### src/hdl/plsh_pkg.sv
// shared types, constants and helpers for the phong light shading pipeline
// no dependencies
package plsh_pkg;

  localparam int unsigned FRAC_BITS_DEF = 14;
  localparam int unsigned DOT_W         = 34;
  localparam int unsigned OUT_W         = 17;
  localparam logic [OUT_W-1:0] BRIGHT_MAX = '1;

  typedef enum logic [1:0] {
    MODE_AMBIENT = 2'd0,
    MODE_POINT   = 2'd1,
    MODE_DIR     = 2'd2,
    MODE_SPHERE  = 2'd3
  } mode_e;

  function automatic logic signed [31:0] smul16(logic signed [15:0] a, logic signed [15:0] b);
    return a * b;
  endfunction

endpackage

### src/hdl/plsh_pow.sv
// specular power 50 by a chain of registered squarings (eight stages)
// depends on plsh_pkg
module plsh_pow #(
  parameter int unsigned FRAC_BITS = plsh_pkg::FRAC_BITS_DEF,
  parameter int unsigned LW        = 40,
  parameter int unsigned SBW       = 1,
  localparam int unsigned AW       = FRAC_BITS + 1
) (
  input  logic                 clk_i,
  input  logic                 en_i,
  input  logic signed [LW-1:0] rl_i,
  input  logic [SBW-1:0]       sb_i,
  output logic [AW-1:0]        p_o,
  output logic [SBW-1:0]       sb_o
);

  localparam logic [AW-1:0] One = AW'(1) << FRAC_BITS;

  logic [AW-1:0]  x_q   [8];
  logic [AW-1:0]  a2c_q [2:6];
  logic [AW-1:0]  a16_q;
  logic [SBW-1:0] sb_q  [8];
  logic [LW-1:0]  mag, a0;
  logic [AW-1:0]  a;

  function automatic logic [AW-1:0] fmul(logic [AW-1:0] x, logic [AW-1:0] y);
    logic [2*AW-1:0] p;
    p = (2*AW)'(x) * (2*AW)'(y);
    return AW'(p >> FRAC_BITS);
  endfunction

  always_comb begin
    mag = (rl_i < 0) ? LW'(-rl_i) : LW'(rl_i);
    a0  = mag >> FRAC_BITS;
    a   = (a0 > LW'(One)) ? One : AW'(a0);
  end

  always_ff @(posedge clk_i) begin
    if (en_i) begin
      x_q[0]  <= a;
      sb_q[0] <= sb_i;
      for (int i = 1; i < 8; i++) begin
        sb_q[i] <= sb_q[i-1];
      end
      for (int i = 1; i < 6; i++) begin
        x_q[i] <= fmul(x_q[i-1], x_q[i-1]);
      end
      a2c_q[2] <= x_q[1];
      for (int i = 3; i < 7; i++) begin
        a2c_q[i] <= a2c_q[i-1];
      end
      a16_q  <= x_q[4];
      x_q[6] <= fmul(x_q[5], a16_q);
      x_q[7] <= fmul(x_q[6], a2c_q[6]);
    end
  end

  assign p_o  = x_q[7];
  assign sb_o = sb_q[7];

endmodule

### config.mk
export PLATFORM = sky130hd
export DESIGN_NAME = plsh_pow
export DESIGN_NICKNAME = d
export VERILOG_FILES = /design/src/hdl/plsh_pkg.sv /design/src/hdl/plsh_pow.sv
export SDC_FILE = /design/constraint.sdc
export NUM_CORES = 2
export LEC_CHECK = 0
export ABC_AREA = 1
export BUFFER_PORTS_ARGS = -buffer_cell sky130_fd_sc_hd__clkbuf_2
export CAP_MARGIN = 20
export CORE_UTILIZATION = 50
export CTS_BUF_LIST = sky130_fd_sc_hd__clkbuf_4 sky130_fd_sc_hd__clkbuf_8
export DETAILED_ROUTE_END_ITERATION = 10
export MAX_ROUTING_LAYER = met4
export PLACE_DENSITY = 0.65
export SYNTH_ARGS = -nofsm -noshare
export SYNTH_HDL_FRONTEND = slang
export SYNTH_SLANG_ARGS = --single-unit
export TNS_END_PERCENT = 5
### constraint.sdc
create_clock -name clk_i -period 11.63 [get_ports clk_i]
set_clock_uncertainty 0.2 [all_clocks]
set_input_delay 1.163 -clock clk_i [delete_from_list [all_inputs] [get_ports clk_i]]
set_output_delay 1.163 -clock clk_i [all_outputs]
set_load 0.05 [all_outputs]
==> out/results.tsv <==
stage	metric	value	unit
setup_path	rrSetupSlack	5.26	ns
place	dp_hpwl	93760	um
place	port-buffer-count	58	
synth	syn_area_per_cell	8.451	sq um
die	die_x	329.3	um
timing	tns	0	ns
grt	grt_pass1_vias	41294	
synth	synth-edff-count	218	
setup_path	slowest_stage	edfxtp_1	
timing	setup_viol	0	
setup_path	setup.worst_path.end_class	register	
route	viasPerCell	4.979	
grt	grt_max_degree	100	
setup_path	path_common_cell	fa_1	
cts	cts_setup_buffers	0	
die	dieArea	0.1085	sq mm
grt	antenna_found_initial	2	
timing	slew_headroom	0.3784	
setup_path	critPathMaxFanout	17	
grt	grt_overflow	0	
setup_path	cp.arrival	6.55	ns
route	drt-total-wl	112200	um
route	postRouteAntennaNets	0	
setup_path	path_class	register to register	
synth	ys_warn_count	0	
synth	netlist_area	0.05358	sq mm
timing	fmax	157.0	MHz
setup_path	cp-start-kind	register	
die	rows	119	
timing	period_share	0.5478	
timing	finalHoldViolations	0	
cts	numClockSinks	218	
final_layout	syn_to_final_growth	4.213	%
route	vias	38386	
route	post-route-drc-count	3	
timing	report.final.slew_viol_count	0	
cts	cts_tree	done	
setup_path	cp.required	11.81	ns
synth	synth.net_count	8005	
setup_path	max_stage_delay	0.85	ns
timing	whs	0.2033	ns
timing	min_period	6.371	ns
worst_hold_path	hold_end	a2c_q[0][49]$_DFFE_PP_	
outcome	status	finished, violations left	
synth	synthArstFlopShare	0	
route	drt_iter0_drc	2034	
timing	tightest_slew	0.9324	ns
synth	ys.flop_type	edfxtp_1	
timing	layout_setup_ws	5.259	ns
place	gp_congestion	0.8889	
die	num_io_pins	59	
outcome	violations	design-rule violations	
route	drt_first_pass_iters	9	
cts	root_buffer	clkbuf_8	
worst_hold_path	min_from	a2c_q[0][34]$_DFFE_PP_	
cts	path_clk_slew	0.06	ns
cts	worst_skew_pair.late_latency	0.66	ns
worst_hold_path	holdCritPathClass	register to register	
setup_path	crit_chain	nand2_1, fa_1, inv_1, fa_1, fa_1, fa_1, fa_1, inv_1, fa_1, inv_1, ha_1, nand2_1, inv_1, a21o_1, a21oi_1, nand2_1, a21oi_1, o21ai_0, xor2_1	
route	wl_per_cell	14.55	um
cts	cts-htree-levels	2	
grt	grt_pass1_wl	196100	um
synth	synth_cell_types	47	
place	place_ws	5.266	ns
setup_path	reg2reg_from	x_q[0][25]$_DFFE_PP_	
final_layout	final_core_util	0.5282	
final_layout	nNetsFinal	7950	
setup_path	ff2ff_path_depth	19	
run	max_cap_violations	0	
grt	grt_busiest_layer	met2	
synth	yosysSeqAreaShare	0.1222	
setup_path	r2r_end	x_q[0][39]$_DFFE_PP_	
cts	cts_hold_buf	0	
grt	grtUsageMet2	0.3908	
cts	numCtsBuffers	44	
grt	use_met1	0.2909	
worst_hold_path	whs_path_depth	0	
die	fp.dieH	329.3	um
final_layout	drive_above_1_share	0.03024	
grt	use_met3	0.02053	
synth	ys_seq_elements	218	
die	start_util	0.5068	
synth	netlist_instances	6340	
timing	rsz0062_at_grt	no	
cts	cts_buffer_depth	3	
cts	post_cts_resized	0	
grt	grt_use_total	0.2274	
die	coreArea	0.1057	sq mm
stage by stage:
step / std cells / instance area (sq um)
floorplan: 6340 / 53580
finish: 7709 / 55830
global placement: 7630 / 54950
CTS: 7707 / 55830
global route: 7709 / 55830
detailed placement: 7630 / 54950
layout make-up:
| cell class | instances | area [sq um] |
|---|---|---|
| clock inverters | 22 | 193.9 |
| fillers | 10072 | 49880 |
| clock buffers | 55 | 688.2 |
| inverters | 1940 | 7282 |
| multi-input cells | 4020 | 39060 |
| diodes | 2 | 5.005 |
| well taps | 1391 | 1740 |
| repair buffers | 61 | 322.8 |
| flip-flops and latches | 218 | 6546 |
state kept, by name, indices dropped and copies added (netlist names):
| signal | flops |
|---|---|
| x_q | 120 |
| a2c_q | 75 |
| a16_q | 15 |
| sb_q | 8 |
cell usage in the layout, fill, tap and decap left out, types with 67 or more instances in the layout:
| cell | count |
|---|---|
| edfxtp_1 | 218 |
| inv_1 | 1938 |
| ha_1 | 617 |
| fa_1 | 1005 |
| o21ai_0 | 128 |
| nand3_1 | 84 |
| xor2_1 | 106 |
| nand2_1 | 1369 |
| nor2_1 | 208 |
| a21oi_1 | 202 |
| xnor2_1 | 67 |
Yosys cell counts (3+ instances only):
master    count  area [sq um]
nor3_1       25         125.1
o21a_1       11         82.58
nor4_1       11         68.82
a211oi_1      5         37.54
nor3b_1       4         30.03
o21bai_1     31         232.7
ha_1        617          7720
nand2_2       9         56.30
nand3_1      84         420.4
inv_1      1938          7274
edfxtp_1    218          6546
xnor2_1      67         586.8
a31oi_1      10         62.56
clkbuf_1    143         536.8
o31ai_1       5         37.54
o211ai_1      9         67.56
a21o_1       17         127.6
a221oi_1      3         26.28
xor2_1      106         928.4
nor2_1      208         780.8
o21ai_0     128         640.6
nand3b_1      5         37.54
nand2_1    1369          5139
nor2_2       12         75.07
nand3_2       4         40.04
buf_4        15         112.6
nand4_1      33         206.5
a21oi_1     202          1011
nand2_4       4         45.04
or2_2         8         50.05
nor2_4       14         157.7
fa_1       1005         20120
critical path, delay by kind of cell (launching register included):
kind            cells  cell delay [ns]
fa+ha+maj           7             3.40
flops               1             0.85
compound gates      4             0.81
simple gates        3             0.50
buf+inv             4             0.21
xor+xnor            1             0.17
how the worst max path moves through the flow:
stage	depth (start not counted)	endpoint	from
2_1_floorplan	22	x_q[0][28]$_DFFE_PP_	x_q[0][12]$_SDFFCE_PN0P_
3_3_place_gp	19	x_q[0][39]$_DFFE_PP_	x_q[0][20]$_DFFE_PP_
3_5_place_dp	19	x_q[0][39]$_DFFE_PP_	x_q[0][25]$_DFFE_PP_
4_1_cts	19	x_q[0][39]$_DFFE_PP_	x_q[0][25]$_DFFE_PP_
5_1_grt	19	x_q[0][39]$_DFFE_PP_	x_q[0][26]$_DFFE_PP_
6_report	19	x_q[0][39]$_DFFE_PP_	x_q[0][25]$_DFFE_PP_
metal layers:
layer,share of wire,vias up
met5,0,-
met4,0.021,0
met3,0.041,151
met2,0.50,794
met1,0.44,18999
li1,-,18442
cells by family after synthesis:
family | count (synthesis) | synth area share
adder cells (fa/ha/maj) | 1622 | 0.5196
AO/OA/AOI/OAI | 428 | 0.04444
buffers and inverters | 2102 | 0.1489
XOR/XNOR | 173 | 0.02828
flip-flops | 218 | 0.1222
AND/OR/NAND/NOR | 1797 | 0.1366
Power is not shown: default switching activity piles up to over one toggle a cycle in this logic, so the estimate is an artifact.
